[config.mk]
export PLATFORM = sky130hd
export DESIGN_NAME = spi_command_frame_sequencer_flat
export DESIGN_NICKNAME = d
export VERILOG_FILES = /design/src/rtl/scfs_pkg.sv /design/src/rtl/scfs_req_if.sv /design/src/rtl/scfs_slot_if.sv /design/src/rtl/scfs_front.sv /design/src/rtl/scfs_queue.sv /design/src/rtl/scfs_back.sv /design/src/rtl/spi_command_frame_sequencer.sv /design/src/flat_wrapper.sv
export SDC_FILE = /design/constraint.sdc
export NUM_CORES = 1
export LEC_CHECK = 0
export ABC_AREA = 1
export BUFFER_PORTS_ARGS = -buffer_cell sky130_fd_sc_hd__buf_2
export CORE_ASPECT_RATIO = 1.5
export CORE_MARGIN = 1
export CORE_UTILIZATION = 40
export CTS_CLUSTER_DIAMETER = 30
export CTS_CLUSTER_SIZE = 40
export DETAILED_ROUTE_END_ITERATION = 7
export GPL_TIMING_DRIVEN = 0
export HOLD_SLACK_MARGIN = 0.03
export PLACE_DENSITY = 0.68
export SLEW_MARGIN = 10
export SYNTH_ARGS = -nofsm -noshare
export SYNTH_HDL_FRONTEND = slang
export SYNTH_SLANG_ARGS = --single-unit
[constraint.sdc]
create_clock -name clk -period 4.1 [get_ports clk]
set_input_delay 0.82 -clock clk [delete_from_list [all_inputs] [get_ports clk]]
set_output_delay 0.82 -clock clk [all_outputs]
set_load 0.02 [all_outputs]
[src/rtl/scfs_pkg.sv]
// Shared types and constants for the SPI command frame sequencer.
`default_nettype none
package scfs_pkg;

	// Request kinds
	localparam logic REQ_HEADER = 1'b0;
	localparam logic REQ_DATA   = 1'b1;

	// Slot phases
	localparam logic [1:0] PH_CMD   = 2'd0;
	localparam logic [1:0] PH_ADDR  = 2'd1;
	localparam logic [1:0] PH_DUMMY = 2'd2;
	localparam logic [1:0] PH_DATA  = 2'd3;

	// Data phase directions (anything else acts as full duplex)
	localparam logic [1:0] DIR_READ  = 2'd0;
	localparam logic [1:0] DIR_WRITE = 2'd1;

	// Byte lanes of the 32-bit address
	localparam int ADDR_LANES = 4;

	// Job queue between front and back
	localparam int QUEUE_DEPTH = 4;
	localparam int QPTR_W      = $clog2(QUEUE_DEPTH);

	// One job handed from the front to the back
	typedef struct packed {
		logic        is_data;      // single data slot
		logic [7:0]  byte_val;     // command byte or data slot byte
		logic        cap;          // capture flag of a data slot
		logic        send_command;
		logic [31:0] address;
		logic [2:0]  nab;          // address slots, already saturated
		logic        lsb_first;
		logic        send_dummy;
		logic        mark_last;    // final slot of the job ends the transaction
	} job_t;

endpackage
`default_nettype wire

[src/rtl/scfs_req_if.sv]
// Request channel: header and data transactions into the sequencer.
`default_nettype none
interface scfs_req_if;
	logic        valid;
	logic        ready;
	logic        req_type;
	logic [7:0]  command;
	logic        send_command;
	logic [31:0] address;
	logic [2:0]  address_bytes;
	logic        address_lsb_first;
	logic        send_dummy;
	logic [1:0]  direction;
	logic [15:0] data_length;
	logic [7:0]  data_byte;

	modport source (
		output valid, req_type, command, send_command, address, address_bytes,
		       address_lsb_first, send_dummy, direction, data_length, data_byte,
		input  ready
	);
	modport sink (
		input  valid, req_type, command, send_command, address, address_bytes,
		       address_lsb_first, send_dummy, direction, data_length, data_byte,
		output ready
	);
endinterface
`default_nettype wire

[src/rtl/scfs_slot_if.sv]
// Slot channel: byte slots out to the SPI shifter.
`default_nettype none
interface scfs_slot_if;
	logic       valid;
	logic       ready;
	logic [7:0] tx_byte;
	logic       capture;
	logic [1:0] phase;
	logic       last;

	modport source (output valid, tx_byte, capture, phase, last, input ready);
	modport sink   (input valid, tx_byte, capture, phase, last, output ready);
endinterface
`default_nettype wire

[src/rtl/scfs_front.sv]
// Front end: accepts requests, tracks the open transaction, builds jobs.
`default_nettype none
module scfs_front #(
	parameter int MAX_ADDRESS_BYTES = 4,
	parameter int LENGTH_BITS       = 16
) (
	input  wire logic          clk,
	input  wire logic          arst_n,
	scfs_req_if.sink           req,
	input  wire logic          q_ready,
	output logic               push,
	output scfs_pkg::job_t     push_job
);
	// Length counter never wider than the 16-bit length field
	localparam int LW = (LENGTH_BITS < 16) ? LENGTH_BITS : 16;

	logic [LW-1:0] remaining_q;
	logic [1:0]    direction_q;
	logic          open_q;

	logic          accept;
	logic [LW-1:0] hdr_len;
	logic [2:0]    nab_sat;
	logic [LW-1:0] rem_dec;
	logic          data_live;
	logic          hdr_has_slots;

	assign req.ready = q_ready;
	assign accept    = req.valid && req.ready;
	assign hdr_len   = req.data_length[LW-1:0];
	assign rem_dec   = remaining_q - LW'(1);
	assign data_live = open_q && (remaining_q != '0);

	// Address byte count saturates at the configured maximum
	always_comb begin
		if (32'(req.address_bytes) > 32'(MAX_ADDRESS_BYTES)) begin
			nab_sat = 3'(MAX_ADDRESS_BYTES);
		end else begin
			nab_sat = req.address_bytes;
		end
	end

	assign hdr_has_slots = req.send_command || (nab_sat != '0) || req.send_dummy;

	// Job build
	always_comb begin
		push_job              = '0;
		push_job.send_command = req.send_command;
		push_job.address      = req.address;
		push_job.nab          = nab_sat;
		push_job.lsb_first    = req.address_lsb_first;
		push_job.send_dummy   = req.send_dummy;
		if (req.req_type == scfs_pkg::REQ_HEADER) begin
			push_job.is_data   = 1'b0;
			push_job.byte_val  = req.command;
			push_job.cap       = 1'b0;
			push_job.mark_last = (hdr_len == '0);
			push               = accept && hdr_has_slots;
		end else begin
			push_job.is_data   = 1'b1;
			push_job.mark_last = (rem_dec == '0);
			unique case (direction_q)
				scfs_pkg::DIR_READ: begin
					push_job.byte_val = 8'h00;
					push_job.cap      = 1'b1;
				end
				scfs_pkg::DIR_WRITE: begin
					push_job.byte_val = req.data_byte;
					push_job.cap      = 1'b0;
				end
				default: begin
					push_job.byte_val = req.data_byte;
					push_job.cap      = 1'b1;
				end
			endcase
			push = accept && data_live;
		end
	end

	// Transaction state
	always_ff @(posedge clk or negedge arst_n) begin
		if (!arst_n) begin
			remaining_q <= '0;
			direction_q <= '0;
			open_q      <= 1'b0;
		end else if (accept) begin
			if (req.req_type == scfs_pkg::REQ_HEADER) begin
				remaining_q <= hdr_len;
				direction_q <= req.direction;
				open_q      <= (hdr_len != '0);
			end else if (!data_live) begin
				open_q <= 1'b0;
			end else begin
				remaining_q <= rem_dec;
				if (rem_dec == '0) begin
					open_q <= 1'b0;
				end
			end
		end
	end
endmodule
`default_nettype wire

[src/rtl/scfs_queue.sv]
// Short job queue that decouples the front end from the slot sequencer.
`default_nettype none
module scfs_queue (
	input  wire logic            clk,
	input  wire logic            arst_n,
	input  wire logic            push,
	input  wire scfs_pkg::job_t  push_job,
	output logic                 push_ready,
	input  wire logic            pop,
	output logic                 pop_valid,
	output scfs_pkg::job_t       pop_job
);
	scfs_pkg::job_t                      mem [scfs_pkg::QUEUE_DEPTH];
	logic [scfs_pkg::QPTR_W-1:0]         wr_ptr_q;
	logic [scfs_pkg::QPTR_W-1:0]         rd_ptr_q;
	logic [scfs_pkg::QPTR_W:0]           count_q;

	assign push_ready = (count_q != (scfs_pkg::QPTR_W+1)'(scfs_pkg::QUEUE_DEPTH));
	assign pop_valid  = (count_q != '0);
	assign pop_job    = mem[rd_ptr_q];

	// Storage
	always_ff @(posedge clk) begin
		if (push) begin
			mem[wr_ptr_q] <= push_job;
		end
	end

	// Pointers and fill count
	always_ff @(posedge clk or negedge arst_n) begin
		if (!arst_n) begin
			wr_ptr_q <= '0;
			rd_ptr_q <= '0;
			count_q  <= '0;
		end else begin
			if (push) begin
				wr_ptr_q <= wr_ptr_q + (scfs_pkg::QPTR_W)'(1);
			end
			if (pop) begin
				rd_ptr_q <= rd_ptr_q + (scfs_pkg::QPTR_W)'(1);
			end
			if (push && !pop) begin
				count_q <= count_q + (scfs_pkg::QPTR_W+1)'(1);
			end else if (pop && !push) begin
				count_q <= count_q - (scfs_pkg::QPTR_W+1)'(1);
			end
		end
	end
endmodule
`default_nettype wire

[src/rtl/scfs_back.sv]
// Back end: expands queued jobs into byte slots, one slot per cycle unless the slot channel stalls.
`default_nettype none
module scfs_back (
	input  wire logic            clk,
	input  wire logic            arst_n,
	input  wire logic            q_valid,
	input  wire scfs_pkg::job_t  q_job,
	output logic                 pop,
	scfs_slot_if.source          slot
);
	scfs_pkg::job_t cur_q;
	logic           cur_valid_q;
	logic [3:0]     pos_q;

	logic       slot_valid_q;
	logic [7:0] tx_q;
	logic       cap_q;
	logic [1:0] phase_q;
	logic       last_q;

	logic [3:0] total;
	logic [3:0] addr_idx;
	logic [2:0] shift_sel;
	logic       is_end;
	logic       emit;
	logic       finish;
	logic [7:0] nx_tx;
	logic       nx_cap;
	logic [1:0] nx_phase;
	logic [7:0] addr_byte;

	assign slot.valid   = slot_valid_q;
	assign slot.tx_byte = tx_q;
	assign slot.capture = cap_q;
	assign slot.phase   = phase_q;
	assign slot.last    = last_q;

	// Slot count of the current job and the end test
	always_comb begin
		if (cur_q.is_data) begin
			total = 4'd1;
		end else begin
			total = 4'(cur_q.send_command) + {1'b0, cur_q.nab} + 4'(cur_q.send_dummy);
		end
		is_end = (pos_q == total - 4'd1);
	end

	assign emit   = cur_valid_q && (!slot_valid_q || slot.ready);
	assign finish = emit && is_end;
	assign pop    = q_valid && (!cur_valid_q || finish);

	// Address byte for this slot
	always_comb begin
		addr_idx = pos_q - 4'(cur_q.send_command);
		if (cur_q.lsb_first) begin
			shift_sel = addr_idx[2:0];
		end else begin
			shift_sel = cur_q.nab - 3'd1 - addr_idx[2:0];
		end
		if (32'(shift_sel) >= scfs_pkg::ADDR_LANES) begin
			addr_byte = 8'h00;
		end else begin
			unique case (shift_sel[1:0])
				2'd0:    addr_byte = cur_q.address[7:0];
				2'd1:    addr_byte = cur_q.address[15:8];
				2'd2:    addr_byte = cur_q.address[23:16];
				default: addr_byte = cur_q.address[31:24];
			endcase
		end
	end

	// Slot contents
	always_comb begin
		nx_cap = 1'b0;
		priority if (cur_q.is_data) begin
			nx_tx    = cur_q.byte_val;
			nx_cap   = cur_q.cap;
			nx_phase = scfs_pkg::PH_DATA;
		end else if (cur_q.send_command && (pos_q == '0)) begin
			nx_tx    = cur_q.byte_val;
			nx_phase = scfs_pkg::PH_CMD;
		end else if (addr_idx < {1'b0, cur_q.nab}) begin
			nx_tx    = addr_byte;
			nx_phase = scfs_pkg::PH_ADDR;
		end else begin
			nx_tx    = 8'h00;
			nx_phase = scfs_pkg::PH_DUMMY;
		end
	end

	// Job register and slot position
	always_ff @(posedge clk or negedge arst_n) begin
		if (!arst_n) begin
			cur_valid_q <= 1'b0;
			pos_q       <= '0;
		end else if (pop) begin
			cur_valid_q <= 1'b1;
			pos_q       <= '0;
		end else if (finish) begin
			cur_valid_q <= 1'b0;
		end else if (emit) begin
			pos_q <= pos_q + 4'd1;
		end
	end

	always_ff @(posedge clk) begin
		if (pop) begin
			cur_q <= q_job;
		end
	end

	// Output register
	always_ff @(posedge clk or negedge arst_n) begin
		if (!arst_n) begin
			slot_valid_q <= 1'b0;
		end else if (emit) begin
			slot_valid_q <= 1'b1;
		end else if (slot.ready) begin
			slot_valid_q <= 1'b0;
		end
	end

	always_ff @(posedge clk) begin
		if (emit) begin
			tx_q    <= nx_tx;
			cap_q   <= nx_cap;
			phase_q <= nx_phase;
			last_q  <= is_end && cur_q.mark_last;
		end
	end
endmodule
`default_nettype wire

[src/rtl/spi_command_frame_sequencer.sv]
// Top level of the SPI command frame sequencer.
// Header transactions expand into command, address and dummy byte slots; data
// transactions give one data slot each while a transaction is open, and are
// dropped otherwise. The front end takes one request transaction per cycle
// as long as its four-entry job queue has room; the back end emits one byte
// slot per cycle into a registered output while the slot channel does not
// stall, so a header with command, four address bytes and dummy gives six
// slots and a data transaction gives one. Slots leave in request order with
// the last slot of a transaction marked.
`default_nettype none
module spi_command_frame_sequencer #(
	parameter int MAX_ADDRESS_BYTES = 4,
	parameter int LENGTH_BITS       = 16
) (
	input  wire logic   clk,
	input  wire logic   arst_n,
	scfs_req_if.sink    req,
	scfs_slot_if.source slot
);
	logic           push;
	logic           push_ready;
	scfs_pkg::job_t push_job;
	logic           pop;
	logic           pop_valid;
	scfs_pkg::job_t pop_job;

	scfs_front #(
		.MAX_ADDRESS_BYTES (MAX_ADDRESS_BYTES),
		.LENGTH_BITS       (LENGTH_BITS)
	) u_front (
		.clk      (clk),
		.arst_n   (arst_n),
		.req      (req),
		.q_ready  (push_ready),
		.push     (push),
		.push_job (push_job)
	);

	scfs_queue u_queue (
		.clk        (clk),
		.arst_n     (arst_n),
		.push       (push),
		.push_job   (push_job),
		.push_ready (push_ready),
		.pop        (pop),
		.pop_valid  (pop_valid),
		.pop_job    (pop_job)
	);

	scfs_back u_back (
		.clk     (clk),
		.arst_n  (arst_n),
		.q_valid (pop_valid),
		.q_job   (pop_job),
		.pop     (pop),
		.slot    (slot)
	);
endmodule
`default_nettype wire

[src/flat_wrapper.sv]
// flat-port wrapper written by rule: the top's interface ports become plain ports
module spi_command_frame_sequencer_flat 
#(
	parameter int MAX_ADDRESS_BYTES = 4,
	parameter int LENGTH_BITS       = 16
)
  (clk, arst_n, req_valid, req_req_type, req_command, req_send_command, req_address, req_address_bytes, req_address_lsb_first, req_send_dummy, req_direction, req_data_length, req_data_byte, req_ready, slot_valid, slot_tx_byte, slot_capture, slot_phase, slot_last, slot_ready);
  scfs_req_if req_i ();
  scfs_slot_if slot_i ();
  input  wire logic clk;
  input  wire logic arst_n;
  input wire logic [$bits(req_i.valid)-1:0] req_valid;
  input wire logic [$bits(req_i.req_type)-1:0] req_req_type;
  input wire logic [$bits(req_i.command)-1:0] req_command;
  input wire logic [$bits(req_i.send_command)-1:0] req_send_command;
  input wire logic [$bits(req_i.address)-1:0] req_address;
  input wire logic [$bits(req_i.address_bytes)-1:0] req_address_bytes;
  input wire logic [$bits(req_i.address_lsb_first)-1:0] req_address_lsb_first;
  input wire logic [$bits(req_i.send_dummy)-1:0] req_send_dummy;
  input wire logic [$bits(req_i.direction)-1:0] req_direction;
  input wire logic [$bits(req_i.data_length)-1:0] req_data_length;
  input wire logic [$bits(req_i.data_byte)-1:0] req_data_byte;
  output wire logic [$bits(req_i.ready)-1:0] req_ready;
  output wire logic [$bits(slot_i.valid)-1:0] slot_valid;
  output wire logic [$bits(slot_i.tx_byte)-1:0] slot_tx_byte;
  output wire logic [$bits(slot_i.capture)-1:0] slot_capture;
  output wire logic [$bits(slot_i.phase)-1:0] slot_phase;
  output wire logic [$bits(slot_i.last)-1:0] slot_last;
  input wire logic [$bits(slot_i.ready)-1:0] slot_ready;
  assign req_i.valid = req_valid;
  assign req_i.req_type = req_req_type;
  assign req_i.command = req_command;
  assign req_i.send_command = req_send_command;
  assign req_i.address = req_address;
  assign req_i.address_bytes = req_address_bytes;
  assign req_i.address_lsb_first = req_address_lsb_first;
  assign req_i.send_dummy = req_send_dummy;
  assign req_i.direction = req_direction;
  assign req_i.data_length = req_data_length;
  assign req_i.data_byte = req_data_byte;
  assign req_ready = req_i.ready;
  assign slot_valid = slot_i.valid;
  assign slot_tx_byte = slot_i.tx_byte;
  assign slot_capture = slot_i.capture;
  assign slot_phase = slot_i.phase;
  assign slot_last = slot_i.last;
  assign slot_i.ready = slot_ready;
  spi_command_frame_sequencer #(.MAX_ADDRESS_BYTES(MAX_ADDRESS_BYTES), .LENGTH_BITS(LENGTH_BITS)) u_core (.clk(clk), .arst_n(arst_n), .req(req_i), .slot(slot_i));
endmodule
=== Word level (Yosys, flattened, before mapping) ===
Memory sizes are Yosys's and may differ from the RTL's. A register that Yosys moved wholly into a read port is not among the register bits.
Index checks and enable logic that the tools add are counted.
W data, S select, Z words.

* $add $sub $neg: 12
* Mux-type cells: 30
* Magnitude comparators: 3
* Bitwise logic cells: 1
* Reduce and logical (&&, ||, !) cells: 36
* Eq/ne operators: 8

{| class="wikitable"
|+ Operator list
! kind !! number
|-
| $logic_not A16 Y1 || 2
|-
| $mux W16 || 2
|-
| $mux W8 || 4
|-
| $reduce_bool A16 Y1 || 2
|-
| $pmux W8 S3 || 1
|-
| $pmux W9 S2 || 1
|-
| $mux W4 || 4
|-
| $sub A16 B1 Y16 const B || 1
|-
| $mux W3 || 4
|-
| $logic_and A1 B1 Y1 || 11
|-
| $mux W1 || 11
|-
| $mux W10 || 1
|-
| $reduce_and A2 Y1 || 4
|-
| $reduce_bool A2 Y1 || 4
|-
| $reduce_bool A3 Y1 || 2
|-
| $sub A3 B1 Y3 const B || 2
|-
| $add A1 B3 Y4 || 1
|-
| $add A2 B1 Y2 const B || 2
|-
| $add A4 B1 Y4 || 1
|-
| $add A4 B1 Y4 const B || 1
|-
| $eq A2 B1 Y1 const B || 2
|-
| $eq A4 B4 Y1 || 1
|-
| $logic_not A1 Y1 || 4
|-
| $logic_not A2 Y1 || 2
|-
| 15 further kinds || 20
|}

* Memories kept: 1
* Output and inout port bits: 14
* RAM bits: 196
* Logic and storage cells: 104
* Input bits: 77
* Register bits: 44

{| class="wikitable"
|+ Memories
! memory !! depth !! bits a word !! rd ports !! clocked after Yosys merged registers in !! wr ports !! RTL line !! RTL
|-
| u_core.u_queue.mem || 4 || 49 || 1 || 1 || 1 || scfs_queue.sv:13 || <nowiki>scfs_pkg::job_t mem [scfs_pkg::QUEUE_DEPTH];</nowiki>
|}

=== Longest topological paths before layout ===
* Depth in word-level cells: 11
* Depth in mapped cells: 20
* Depth with buffers taken out: 20

=== Modules after synthesis ===
From an unflattened synthesis, not the netlist that was laid out.

* Cells, all modules: 1180
* Area total of the unflattened synthesis: 13442.9 µm²

{| class="wikitable"
|+ By module, submodules not included
! module !! sequential area each (µm²) !! area each (µm²) !! cells each !! times used
|-
| scfs_queue || 6060.8 || 8554.5 || 621 || 1
|-
| scfs_back || 1981.9 || 2977.9 || 265 || 1
|-
| scfs_front || 475.5 || 1910.6 || 294 || 1
|}

=== Worst setup path before layout ===
Ideal clock, no wire load.

* Path kind: input to register
* Start point: in req_valid
* End point: mem u_core.u_queue.mem[0][0] (netlist name) (enable)
* Buffers on the path: 0
* Data arrival time: 3425 ps
* Library setup time: 456 ps
* Setup slack: 220 ps
* Data required time: 3644 ps
* Cell stages on the path: 6
* Path through: nand2_1 > inv_1 > nand2_1 > o21ai_4 > nand2_4 > nor2_1

* Longest elaborated chain between the ends: 5
* Elaborated cells between the ends (all ways): 6
* Classes of those cells: mux: 3; reduce/logical: 3

{| class="wikitable"
|+ Ends and longest elaborated chain
! item !! RTL line !! RTL
|-
| from (decl) || flat_wrapper.sv:12 || <nowiki>input wire logic [$bits(req_i.valid)-1:0] req_valid;</nowiki>
|-
| $logic_and A1 B1 Y1 * || scfs_front.sv:29 || <nowiki>assign accept = req.valid && req.ready;</nowiki>
|-
| $logic_and A1 B1 Y1 (on tied branches) || scfs_front.sv:58, scfs_front.sv:76 ||
|-
| $mux W1 * || scfs_front.sv:53 || <nowiki>if (req.req_type == scfs_pkg::REQ_HEADER) begin</nowiki>
|-
| $mux W1 * || scfs_queue.sv:24 || <nowiki>if (push) begin</nowiki>
|-
| $mux W1 (implied by the code) * || scfs_queue.sv:25 || <nowiki>mem[wr_ptr_q] <= push_job;</nowiki>
|-
| to (decl) || scfs_queue.sv:13 ||
|}

Every way passes the cells marked *; elsewhere a longest branch is shown, timed or not.

=== Final worst setup path ===
* Start point: reg u_core.u_back.cur_q[3] (netlist name)
* End point: reg u_core.u_back.cur_q[15] (netlist name)

* Longest elaborated chain between the ends: 8

{| class="wikitable"
|+ Ends and longest elaborated chain
! item !! RTL line !! RTL
|-
| $add A1 B3 Y4 || scfs_back.sv:43 || <nowiki>total = 4'(cur_q.send_command) + {1'b0, cur_q.nab} + 4'(cur_q.send_dummy);</nowiki>
|-
| $add A4 B1 Y4 || scfs_back.sv:43 ||
|-
| $mux W4 || scfs_back.sv:40 || <nowiki>if (cur_q.is_data) begin</nowiki>
|-
| $sub A4 B1 Y4 || scfs_back.sv:45 || <nowiki>is_end = (pos_q == total - 4'd1);</nowiki>
|-
| $eq A4 B4 Y1 || scfs_back.sv:45 ||
|-
| $logic_and A1 B1 Y1 || scfs_back.sv:49 || <nowiki>assign finish = emit && is_end;</nowiki>
|-
| $logic_or A1 B1 Y1 || scfs_back.sv:50 || <nowiki>assign pop = q_valid && (!cur_valid_q || finish);</nowiki>
|-
| $logic_and A1 B1 Y1 || scfs_back.sv:50 ||
|-
| via u_core.pop || spi_command_frame_sequencer.sv:23 || <nowiki>logic pop;</nowiki>
|}

The timed path passes the listed nets, and every way through them passes these cells.
A chain may end at the register's enable or synchronous reset.

==> flow_summary.json <==
{
  "ys_ff_latch": 289,
  "area_growth_syn_to_layout_pct": 19.5,
  "peakVddDrop_mv": 0.384,
  "dr.first_iter.drc_count": 679,
  "num_rows": 77,
  "hold_buffers": 0,
  "grt.overflow.total": 0,
  "synth_edf_count": 257,
  "max_freq_mhz": 289,
  "grtUsageTotal_pct": 18.2,
  "fp.dieH_um": 214,
  "drive_gt1_share_pct": 16.5,
  "p_leak_uw": 0.00531,
  "dp_hpwl_mm": 18.4,
  "cts_setup_buffers": 0,
  "drv_slew": 0,
  "finalCritPeriodShare_pct": 84.5,
  "gp_congestion": 0.897,
  "cts_resized": 0,
  "final_area_mm2": 0.0143,
  "skew_ns": 0.0277,
  "yosysTopAreaCellShare_pct": 64.3,
  "synth.distinct_cells": 40,
  "ys.flop_type": "edfxtp_1",
  "first_pass_iters": 5,
  "avgSynthCellArea_um2": 12.1,
  "wl_per_cell_um": 17.5,
  "grt_pass1_vias": 8210,
  "htreeDepth": 2,
  "hold_viol": 0,
  "crit_type": "reg -> reg",
  "final_core_util_pct": 48.7,
  "slew_headroom_pct": 36.8,
  "start_kind": "register",
  "yosysSeqAreaShare_pct": 70.9,
  "nNetsFinal": 1227,
  "worst_pin_slew_ns": 0.949,
  "required_ns": 4.06,
  "powerDensity_mw_per_mm2": 741,
  "grt_max_degree": 52,
  "post-route-min-period_ns": 3.47,
  "clock_sinks": 289,
  "arrival_ns": 3.43,
  "synth_cells": 996,
  "hp-class": "in -> async",
  "synth_common_cells": "257 x edfxtp_1, 156 x nor2_1, 150 x nand2_1, 115 x o21ai_0, 50 x inv_1",
  "antenna_found_initial": 4,
  "crit_fanout": 51,
  "ys_top_cells_by_area": "edfxtp_1 64%, dfrtp_1 6.7%, nor2_1 4.9%, o21ai_0 4.8%, nand2_1 4.7%",
  "vias_per_cell": 5.11,
  "ios": 91,
  "insertion_delay_ns": 0.52,
  "routed_wl_mm": 27.1,
  "coreArea_mm2": 0.0295,
  "syn-num-nets": 1093,
  "cp-end-kind": "register",
  "yosys_warnings": 0,
  "postSynth.asyncResetShare_pct": 11.1,
  "cts_tree": "yes",
  "numCtsBuffers": 34,
  "drcViolationCount": 0,
  "die_w_um": 143,
  "synth.most_common_cell": "edfxtp_1",
  "start_util_pct": 40.7,
  "vias": 7932,
  "power_uw": 10600,
  "path_clk_slew_ns": 0.06,
  "die_area_mm2": 0.0307,
  "grt_pass1_wl_mm": 42.6,
  "clock_path_buffers": 3,
  "drv_cap": 0,
  "yosysTopAreaCell": "edfxtp_1",
  "ant_nets": 0,
  "cts-root-buf": "clkbuf_16",
  "outcome": "finished clean",
  "fill_cells": 2625,
  "syn_area_mm2": 0.0120,
  "dpl_cell_area_mm2": 0.0131,
  "setup_viol": 0,
  "port_buffers": 90,
  "grt_setup_unrepaired": "false"
}
==> cell usage in the layout, fill, tap and decap left out, drive strengths merged <==
master	n
buf	103
inv	65
o22ai	49
diode	1
or2	2
nor3	2
xnor2	6
bufinv	4
fa	3
ha	17
edfxtp	257
xor2	11
clkinv	8
o21bai	1
mux2	2
a211oi	1
nand2	155
nand4	4
clkbuf	74
o21ai	133
nand3	28
nor2	163
a31oi	11
nor4	4
nand3b	1
a221oi	5
clkinvlp	3
o21a	1
dfrtp	32
a21oi	10
==> per-stage QoR <==
step / worst slack [ns] / setup TNS [ns] / cells / hold WS, ns
2_1_floorplan: 0.220 / 0 / 996 / 0.468
3_3_place_gp: -1.79 / -334.82 / 1481 / 0.477
3_5_place_dp: 0.641 / 0 / 1489 / 0.504
4_1_cts: 0.606 / 0 / 1550 / 0.447
5_1_grt: 0.379 / 0 / 1551 / 0.475
6_report: 0.634 / 0 / 1551 / 0.426
==> registers in the layout, indices dropped and copies added, names as in the netlist, 3 cells and up <==
signal,cells
u_core.u_back.cur_q,49
u_core.u_queue.mem,196
u_core.u_queue.count_q,3
u_core.u_front.remaining_q,16
u_core.u_back.pos_q,4
u_core.u_back.slot.tx_byte,8
==> layer usage <==
metal / share of wire (%) / global-route usage, % / vias to the layer above
li1: - / - / 3821
met5: 0.078 / 0 / -
met3: 4.8 / 3.04 / 53
met2: 54 / 33.4 / 213
met1: 38 / 20.1 / 3841
met4: 3.3 / 8.55 / 4
==> where the power goes <==
group          internal (uW)  switching [uW]  total [uW]  leakage [uW]
Clock                   1880            1280        3160      0.000577
Combinational            963            2150        3110       0.00200
Sequential              4070             281        4350       0.00273
==> final cells by class <==
cell class	count	area, um2	area share, %
clock inverters	24	315	2.20
diodes	1	2.50	0.0174
plain buffers	42	184	1.28
clock buffers	37	883	6.16
repair buffers	98	609	4.25
well taps	395	494	3.44
flip-flops and latches	289	8520	59.4
multi-input cells	609	3130	21.8
inverters	56	213	1.48
==> final timing paths <==
check | from | to | slack [ns] | cells past startpoint
min in group clk | req_address[13] | u_core.u_queue.mem[0][19] | 0.51 | 1
max | u_core.u_back.cur_q[3] | u_core.u_back.cur_q[15] | 0.63 | 13
max reg2reg | u_core.u_back.cur_q[3] | u_core.u_back.cur_q[15] | 0.63 | 13
min reg2reg | u_core.u_queue.count_q[2] | u_core.u_queue.count_q[2] | 0.52 | 1
min | arst_n | u_core.u_front.remaining_q[15] | 0.43 | 1
max in group asynchronous | arst_n | u_core.u_back.pos_q[2] | 3.13 | 1
==> worst max-delay path: stages (launching register included) <==
cell and delay, ns:
edfxtp_1 0.40, inv_1 0.08, fa_1 0.39, inv_1 0.09, ha_1 0.23, nand2_1 0.09, ha_1 0.24, xor2_1 0.16
nand3_1 0.09, a21oi_2 0.04, nand3_1 0.10, nand2_2 0.08, nand2_4 0.14, clkinv_2 0.72
==> kinds of logic (layout without fill, tap and decap cells) <==
group / Yosys count / count (layout) / share of synthesized area, %
multiplexers: 2 / 2 / 0.188
flip-flops: 289 / 289 / 70.9
other: 0 / 1 / 0
AND/OR/NAND/NOR: 359 / 359 / 12.2
buffers and inverters: 98 / 257 / 3.30
AO/OA/AOI/OAI: 211 / 211 / 9.87
adder cells (fa/ha/maj): 20 / 20 / 2.27
XOR/XNOR: 17 / 17 / 1.24
Power figures use the tool's default switching activity.
